[src/sv/mppc_pkg.sv]
// Package for the MPPC-style LZ decompressor.
// Holds the item type, op, status, phase and token codes, and history constants.
// Has no dependencies.
package mppc_pkg;

  // One queued input item.
  typedef struct packed {
    logic       op;
    logic [7:0] packed_byte;
  } item_t;

  // Input operation codes.
  localparam logic OP_DATA = 1'b0;
  localparam logic OP_CONT = 1'b1;

  // Result status codes.
  localparam logic [1:0] ST_OK      = 2'd0;
  localparam logic [1:0] ST_REJECT  = 2'd1;
  localparam logic [1:0] ST_BAD_LEN = 2'd2;

  // Parse phases.
  localparam logic [2:0] PH_PREFIX = 3'd0;
  localparam logic [2:0] PH_FIELD  = 3'd1;
  localparam logic [2:0] PH_UNARY  = 3'd3;
  localparam logic [2:0] PH_LENGTH = 3'd4;

  // Token kinds.
  localparam logic [2:0] TK_LIT_LO  = 3'd1;
  localparam logic [2:0] TK_LIT_HI  = 3'd2;
  localparam logic [2:0] TK_OFF_13  = 3'd3;
  localparam logic [2:0] TK_OFF_8   = 3'd4;
  localparam logic [2:0] TK_OFF_6   = 3'd5;

  // History trim thresholds and offset biases.
  localparam logic [31:0] FILL_TRIM_AT = 32'd10240;
  localparam logic [31:0] FILL_TRIM_BY = 32'd2048;
  localparam logic [13:0] BIAS_OFF_13  = 14'h140;
  localparam logic [13:0] BIAS_OFF_8   = 14'h040;
  localparam logic [16:0] COPY_SIZE    = 17'd3;

endpackage

[src/sv/mppc_front.sv]
// Front end of the decompressor: accepts input items into a two-entry queue.
// Depends on mppc_pkg for the item type.
module mppc_front (
  input  logic           clk,
  input  logic           rst,
  input  logic           in_valid,
  output logic           in_stall,
  input  logic           op,
  input  logic [7:0]     packed_byte,
  output logic           q_valid,
  output mppc_pkg::item_t q_item,
  input  logic           q_pop
);
  import mppc_pkg::*;

  item_t      ent [2];
  logic       rdp;
  logic       wrp;
  logic [1:0] fill;
  logic       push;

  assign in_stall = (fill == 2'd2);
  assign push     = in_valid && !in_stall;
  assign q_valid  = (fill != 2'd0);
  assign q_item   = ent[rdp];

  // Queue storage; the payload needs no reset.
  always_ff @(posedge clk) begin
    if (push) begin
      ent[wrp] <= '{op: op, packed_byte: packed_byte};
    end
  end

  // Queue pointers and occupancy.
  always_ff @(posedge clk) begin
    if (rst) begin
      rdp  <= 1'b0;
      wrp  <= 1'b0;
      fill <= 2'd0;
    end else begin
      if (push) begin
        wrp <= ~wrp;
      end
      if (q_pop) begin
        rdp <= ~rdp;
      end
      fill <= fill + 2'(push) - 2'(q_pop);
    end
  end

endmodule

[config.mk]
export PLATFORM = sky130hd
export DESIGN_NAME = mppc_front
export DESIGN_NICKNAME = d
export VERILOG_FILES = /design/src/sv/mppc_pkg.sv /design/src/sv/mppc_front.sv
export SDC_FILE = /design/constraint.sdc
export NUM_CORES = 1
export LEC_CHECK = 0
export BUFFER_PORTS_ARGS = -buffer_cell sky130_fd_sc_hd__buf_2
export CAP_MARGIN = 30
export CORE_MARGIN = 4
export CORE_UTILIZATION = 35
export DETAILED_ROUTE_END_ITERATION = 8
export GPL_ROUTABILITY_DRIVEN = 0
export PLACE_DENSITY_LB_ADDON = 0.25
export SYNTH_ARGS = -nofsm -noshare
export SYNTH_HDL_FRONTEND = slang
export SYNTH_SLANG_ARGS = --single-unit
[constraint.sdc]
create_clock -name clk -period 2.6 [get_ports clk]
set_clock_uncertainty 0.05 [all_clocks]
set_input_delay 0.26 -clock clk [delete_from_list [all_inputs] [get_ports clk]]
set_output_delay 0.26 -clock clk [all_outputs]
set_load 0.03 [all_outputs]
# Word-level counts from Yosys, hierarchy flattened
# Memory sizes are Yosys's and may differ from the RTL's. A register that Yosys moved wholly into a read port is not among the register bits.
# Index checks and enable logic that the tools add are counted.
# classes
n_addsub,2
multipliers,0
n_div,0
magnitude_cmp,0
eq_ne,1
shift,0
muxes,4
n_bitwise,2
reduce_logical,3
# ops
cell,count
2-to-1 mux 1 bit,4
adder 2 x 1 -> 2 bit,1
"== test 2 bit, second input constant",1
inverter 1 bit,2
nonzero test 2 bit,1
subtractor 2 x 1 -> 2 bit,1
logical AND 1 bit,1
logical NOT 1 bit,1
# word_totals
ff_bits,4
latch_bits,0
mem_bits_rw,18
rom_bits,0
memories,1
# mem_list
name,words,word_bits,rd,rd_clocked_by_memory_dff,wr,line_no,text
ent,2,9,1,1,1,mppc_front.sv:16,item_t ent [2];

# Longest topological paths before layout
# Gate-level depths: netlist (run 1).
# depth
ltp_word,5
depth_mapped,8

# Least setup slack after synthesis (run 1)
# Ideal clock, no wire load.
# synth_path
kind,register to register
from,register fill[0]
to,"memory ent[0][0] in the netlist's numbering, enable pin"
setup_ps,329
arrival_ps,1070
required_time_ps,2221
setup_slack_ps,1151
stages_incl_launch_ff,5
n_path_buf,0
cell_sequence,dfxtp_1 -> nand2b_2 -> inv_2 -> or3_1 -> inv_1
# synth_via
elab_chain_cells,5
# synth_lines
element,line_no,text
start: declaration,mppc_front.sv:19,logic [1:0] fill;
start signal: assignment,mppc_front.sv:47,fill <= fill + 2'(push) - 2'(q_pop);
== test 2 bit,mppc_front.sv:22,assign in_stall = (fill == 2'd2);
via in_stall,mppc_front.sv:7,"output logic in_stall,"
logical NOT 1 bit,mppc_front.sv:23,assign push = in_valid && !in_stall;
logical AND 1 bit,mppc_front.sv:23,
2-to-1 mux 1 bit,mppc_front.sv:29,if (push) begin
2-to-1 mux 1 bit (implied by the code),mppc_front.sv:30,"ent[wrp] <= '{op: op, packed_byte: packed_byte};"
end: declaration,mppc_front.sv:16,
# The timed path passes the listed nets, and every way through them passes these cells.

==> results of run 1 <==
## where the power goes
group / switching [uW] / leakage, uW / internal (uW) / total, uW
registers: 24.3 / 0.000209 / 458 / 483
logic: 158 / 0.000205 / 95.9 / 254
clock network: 99.4 / 0.0000177 / 57.2 / 157
## flip-flops by register name (all words and copies together) (netlist names), named ones only
name  cells
rdp       1
ent      18
fill      2
wrp       1
## worst reg2reg max path, delay by kind of cell, from the launching register on
| family | cells | cell delay [ns] |
|---|---|---|
| buf+inv | 2 | 0.34 |
| flops | 1 | 0.36 |
| simple gates | 2 | 0.46 |
## Yosys cell counts (2+ instances only)
cell / n / share of area, %
edfxtp_1: 18 / 62
mux2_2: 9 / 12
dfxtp_1: 5 / 11
inv_1: 3 / 1.3
nor2_1: 3 / 1.3
ha_1: 2 / 2.9
xnor2_1: 2 / 2.0
## worst paths after layout
path | from | end | slack [ns]
worst max register to register | fill[0] | ent[0][7] | 1.07
worst min-delay path | packed_byte[3] | ent[1][3] | 0.09
worst min register to register | wrp | wrp | 0.46
worst max-delay path | register | q_item[2] | 0.84
## logic make-up (layout without fill, tap and decap cells)
logic type,after synthesis,in the layout
xor gates and xnor gates,3,3
DFF,23,23
adders and majority gates,2,2
AOI/OAI and AO/OA,2,2
muxes,9,9
and+or+nand+nor,9,9
buffers and inverters,5,31
## metrics by stage
stage / area [sq um] / instances / power (uW)
6_report: 1050 / 107 / 893
5_1_grt: 1050 / 107 / 954
4_1_cts: 1050 / 107 / 911
3_5_place_dp: 1020 / 103 / 751
3_3_place_gp: 1020 / 103 / 746
2_1_floorplan: 873 / 53 / 681
## per-layer routing
layer / routed length, um / vias to the layer above
li1: - / 240
met5: 0 / -
met4: 17 / 0
met3: 104 / 2
met1: 578 / 219
met2: 638 / 15
## area by class of cell
type	instances	share of cell area, %
Clock buffer	3	2.15
Tap cell	28	3.35
Clock inverter	1	0.478
Multi-Input combinational cell	25	20.3
Sequential cell	23	61.2
Inverter	4	1.44
Timing Repair Buffer	23	11.0
## cells in the final DEF, fill, tap and decap left out
master    count
clkinv_2      1
xor2_1        1
inv_1         3
mux2_2        9
a21oi_1       1
xnor2_1       2
or2_2         1
dfxtp_1       5
inv_2         1
ha_1          2
o21ai_0       1
buf_2        23
edfxtp_1     18
clkbuf_4      3
nand2_1       1
nor2_1        3
nor2b_1       1
or3_1         1
and3_2        1
nand2b_2      1
==> results_dict.tcl, run 1 <==
set metrics [dict create \
    num-nets-final 95 \
    buffer_ports.inserted 23 \
    worst-setup-path-type "reg -> out" \
    final-max-slew-violation-count 0 \
    post_cts_resize_count 0 \
    cp_data_required_time_ns 2.29 \
    cts_max_level 1 \
    synth_compound_area_share_pct 1.15 \
    layout.filler_cells 219 \
    grt_use_met2_pct 14.4 \
    rows 17 \
    io-pin-count 24 \
    worst_hold_path.num_cells 1 \
    first_global_vias 527 \
    via_count 476 \
    yosys_register_bits 23 \
    grt_first_pass_wirelength_um 2280 \
    die_area_sq_um 3360 \
    core_region_area_sq_um 2300 \
    worst_skew_pair.late_latency_ns 0.30 \
    grt_util_met1_pct 11.3 \
    initialDrtViolationCount 6 \
    drive_above_1_share_pct 50.6 \
    grt_antenna_before_repair 0 \
    run_status "finished, final reports clean" \
    most_congested_layer_reported_by_global_routing "met2" \
    post_synth_inst_count 53 \
    finalCritPeriodShare_pct 67.8 \
    total_leakage_power_uw 0.000432 \
    worst_path_maximum_fanout 9 \
    synth.avg_cell_area_sq_um 16.5 \
    yosysSeqAreaShare_pct 73.4 \
    synth_cell_type_count 18 \
    detail_route.wirelength_um 1340 \
    path_delay_family "flip-flops" \
    drtAntennaViolNets 0 \
    cp_num_cells 2 \
    cts_setup_buffers 0 \
    initial_core_util_pct 38.0 \
    timing.final.setup_violations 0 \
    timing.critical_path.from_type "register" \
    synth-xor-area-share_pct 3.01 \
    grt_overflow_total 0 \
    cts.sink_count 23 \
    setup.worst_path.end_class "output port" \
    n_antenna_cell 0 \
    synth-simple-area-share_pct 5.73 \
    floorplan.die.width_um 58.0 \
    drv_cap 0 \
    final_hpwl_from_detailed_placement_um 1000 \
    layout.area.seq_sq_um 641 \
    cts-root-to-sink-buffers 2 \
    fin_ws_ns 0.837 \
    final.setup.tns_ns 0 \
    holdBufCountCts 0 \
    max_stage_delay_ns 0.59 \
    cp_num_buf_inv 1 \
    final_core_utilization_pct 45.5 \
    post_drt_wl_per_cell_um 12.5 \
    syn2layout_area_growth_pct 19.8 \
    pin_slew_with_the_least_headroom_to_its_limit_ns 0.410 \
    p_per_area_nw_per_um2 854 \
    ys_warn_count 0 \
    detail_route.first_pass.iterations 2 \
    hold_fails_final_rpt 0 \
    worst-r2r-cell-count 4 \
    main_combinational_cell_family_by_area_after_synthesis "multiplexers" \
    max-slew-margin-rel_pct 72.6 \
    synth_ff_type "edfxtp_1" \
    cts_inserted_buffers 3 \
    finalWorstPathRequiredPeriod_ns 1.76 \
    cp_data_arrival_time_ns 1.45 \
    track_usage_pct 9.14 \
    crit_chain "mux2_2, buf_2" \
    vdd_ir_drop_max_uv 447 \
    synth_edf_count 18 \
    fraction_of_synthesized_area_in_multiplexers_pct 11.6 \
    detail_route.vias_per_cell 4.45 \
    pin_count_of_the_biggest_net_entering_global_routing 14 \
    post_synth_fa_ha_maj_area_fraction_pct 2.87 \
    rsz0062_at_grt "false" \
    globalRouteMet3Util_pct 2.67 \
    area_used_by_multi_input_combinational_logic_sq_um 213 \
    fin_hold_ws_ns 0.0911 \
    fmaxAchievable_mhz 567 \
    synth_async_sr_flop_share_pct 0 \
    drcViolationCount 0 \
    post_synth_net_total 68 \
    worstHoldPathType "in -> reg" \
    clock_slew_seen_by_the_registers_of_the_worst_setup_and_hold_paths_ns 0.12 \
    die-height_um 58.0 \
    cpMaxStageDelayCell "dfxtp_1" \
    post-place-ws_ns 1.04 \
    tritoncts_clock_tree "built" \
    cts_root_buffer "clkbuf_4" \
    syn_area_sq_um 873 \
]
Power figures use the tool's default switching activity.
==> run 2, diff against run 1 <==
--- a/config.mk
+++ b/config.mk
@@ -5,6 +5,7 @@
 export SDC_FILE = /design/constraint.sdc
 export NUM_CORES = 1
 export LEC_CHECK = 0
+export ABC_AREA = 1
 export BUFFER_PORTS_ARGS = -buffer_cell sky130_fd_sc_hd__buf_2
 export CAP_MARGIN = 30
 export CORE_MARGIN = 4
==> constraint.sdc (replaced) <==
create_clock -name clk -period 1.45 [get_ports clk]
set_clock_uncertainty 0.05 [all_clocks]
set_input_delay 0.145 -clock clk [delete_from_list [all_inputs] [get_ports clk]]
set_output_delay 0.145 -clock clk [all_outputs]
set_load 0.03 [all_outputs]
==> run 2 against run 1 <==
The flow now finishes with violations (setup timing); area after synthesis grew 5.3%; worst hold slack got worse by 0.011 ns; global-route usage increased by 0.26 points; die area increased by 4.6%; non-clock buffer count increased by 15; sequential cell count did not move; sequential power up 67%; synthesized cell count grew 15%; core utilization increased by 7.7 points; combinational power increased by 86%; clock-buffer cell count unchanged; critical path type unchanged; largest cell class unchanged.
==> results_dict.tcl, run 2 <==
set metrics [dict create \
    run_status "finished with violations" \
    violations "setup timing" \
    cts_inserted_buffers 3 \
    detail_route.wirelength_um 1480 \
    synth_top_cell_area_share_pct 58.8 \
    initialDrtViolationCount 7 \
    final.setup.tns_ns -0.00543 \
    cts_max_level 1 \
    comb_power_share_pct 30.2 \
    worst-setup-path-type "reg -> out" \
    top_regs "ent: 18 flops, fill: 2 flops" \
    rows 18 \
    initial_core_util_pct 36.8 \
    setup.worst_path.end_class "output port" \
    first_global_vias 591 \
    rsz0062_at_grt "true" \
    post_synth_inst_count 61 \
    tritoncts_clock_tree "built" \
    cts.sink_count 23 \
    finalWorstPathRequiredPeriod_ns 1.46 \
    die_area_sq_um 3510 \
    num-nets-final 118 \
    fin_area_sq_um 1330 \
    yosysSeqAreaShare_pct 69.7 \
    worst_skew_pair.late_latency_ns 0.31 \
    synth_top_cells_by_count "edfxtp_1 (18), mux2_4 (9), inv_1 (8), nand2_1 (7), nor2_1 (6)" \
    power.clock.fraction_pct 18.2 \
    hold_fails_final_rpt 0 \
    synth_top_cells_by_area "edfxtp_1 (59%), mux2_4 (15%), dfxtp_1 (11%)" \
    grt_first_pass_wirelength_um 2390 \
    cp_data_required_time_ns 1.25 \
    seq_power_share_pct 51.6 \
    worst_path_maximum_fanout 9 \
    n_antenna_cell 0 \
    p_total_uw 1570 \
    synthDominantAreaCellType "edfxtp_1" \
    drtAntennaViolNets 0 \
    total_leakage_power_uw 0.000574 \
    p_per_area_nw_per_um2 1180 \
    grt_antenna_before_repair 0 \
    pin_slew_with_the_least_headroom_to_its_limit_ns 0.370 \
    mostFrequentLayoutCells "edfxtp_1 (18), buf_2 (14), dlygate4sd3_1 (10), mux2_4 (9), buf_6 (9)" \
    finalCritPeriodShare_pct 100 \
    final_hpwl_from_detailed_placement_um 1010 \
    p_int_uw 1120 \
    post_drt_wl_per_cell_um 11.2 \
    worstHoldPathType "in -> reg" \
    grt_overflow_total 0 \
    post_synth_net_total 76 \
    synth.avg_cell_area_sq_um 15.1 \
    buffer_ports.inserted 23 \
    ys_warn_count 0 \
    vdd_ir_drop_max_uv 610 \
    largest_reg_flops 18 \
    regMostFlops "ent" \
    layout.cells.most_common "edfxtp_1" \
    pin_count_of_the_biggest_net_entering_global_routing 14 \
    final_core_utilization_pct 53.3 \
    netSwitchingPower_uw 448 \
    drv_cap 0 \
    synth_async_sr_flop_share_pct 0 \
    io-pin-count 24 \
    die-height_um 59.3 \
    timing.final.setup_violations 1 \
    synth_edf_count 18 \
    cts-root-to-sink-buffers 2 \
    timing.critical_path.from_type "register" \
    syn2layout_area_growth_pct 44.8 \
    fin_ws_ns -0.00543 \
    max-slew-margin-rel_pct 75.3 \
    syn_area_sq_um 920 \
    floorplan.die.width_um 59.3 \
    core_region_area_sq_um 2500 \
    synth_cell_type_count 11 \
    library_cell_with_the_highest_instance_count_after_synthesis "edfxtp_1" \
    synth_ff_type "edfxtp_1" \
    clock_slew_seen_by_the_registers_of_the_worst_setup_and_hold_paths_ns 0.12 \
    fmaxAchievable_mhz 687 \
    detail_route.first_pass.iterations 4 \
    drcViolationCount 0 \
    detail_route.vias_per_cell 4.33 \
    via_count 572 \
    post-place-ws_ns -0.0486 \
    yosys_register_bits 23 \
    cp_data_arrival_time_ns 1.26 \
    final-max-slew-violation-count 0 \
    netSwitchingFraction_pct 28.6 \
    drive_above_1_share_pct 52.0 \
    placed_area_sq_um 1100 \
    track_usage_pct 9.40 \
    cts_root_buffer "clkbuf_4" \
]
==> run 2: cell count changes in the layout (fill, tap and decap cells not counted), sizes merged, moves of 2 or more <==
cell,change
dlygate4sd3,+10
nand2,+6
buf,+5
inv,+4
nor2,+3
nand3,+2
==> run 2: through the flow <==
stage                     instances  hold WS, ns
after floorplan                  61        0.166
after global placement          116        0.283
after detailed placement        116        0.288
after CTS                       131       0.0607
after global routing            132        0.117
final                           132       0.0805
==> run 2: area by class of cell <==
type / count / area (sq um)
repair buffers: 38 / 322
clock inverters: 1 / 5.00
well taps: 30 / 37.5
fillers: 219 / 1170
flip-flops and latches: 23 / 643
inverters: 8 / 30.0
clock buffers: 3 / 22.5
multi-input cells: 29 / 272
==> run 2: final timing paths <==
| kind | end | depth (start not counted) | startpoint | slack, ns |
|---|---|---|---|---|
| min | wrp | 3 | in_valid | 0.08 |
| max | q_item[0] | 3 | register | -0.005 |
| min reg2reg | register | 2 | rdp | 0.48 |
| max reg2reg | fill[1] | 10 | fill[0] | 0.03 |
==> run 2: repair_timing <==
item | in CTS | in global routing
pin swaps | 1 | 6
endpoints found under the hold margin | 21 | 0
resized for setup | 23 | 7
endpoints found under the setup margin | 10 | 10
hold buffers | 10 | 0
gates cloned | 0 | 0
buffers inserted | 1 | 1
==> run 2: cells by family after synthesis <==
logic type	count (synthesis)	share of synthesized area [%]
xor+xnor	1	0.953
simple gates	15	6.39
compound gates	2	1.09
mux	9	14.7
fa+ha+maj	2	2.72
flops	23	69.7
buf+inv	9	4.49
==> run 2: per-layer routing <==
layer / vias up / wire length [um] / track usage [%]
met5: - / 0 / 0
met2: 13 / 821 / 16.7
met1: 265 / 560 / 9.87
met4: 0 / 28 / 5.83
li1: 290 / - / -
met3: 4 / 69 / 2.18
==> run 2: power by group through the flow <==
| stage | combinational (uW) | clock (uW) | sequential [uW] |
|---|---|---|---|
| finish | 473 | 285 | 808 |
| global route | 516 | 330 | 815 |
| CTS | 451 | 304 | 806 |
| detailed placement | 367 | 0 | 820 |
| global placement | 361 | 0 | 816 |
| floorplan | 261 | 0 | 813 |
==> run 2: critical path: stages, from the launching register on <==
cell	delay, ns
dfxtp_2	0.36
buf_12	0.14
mux2_4	0.31
buf_6	0.14
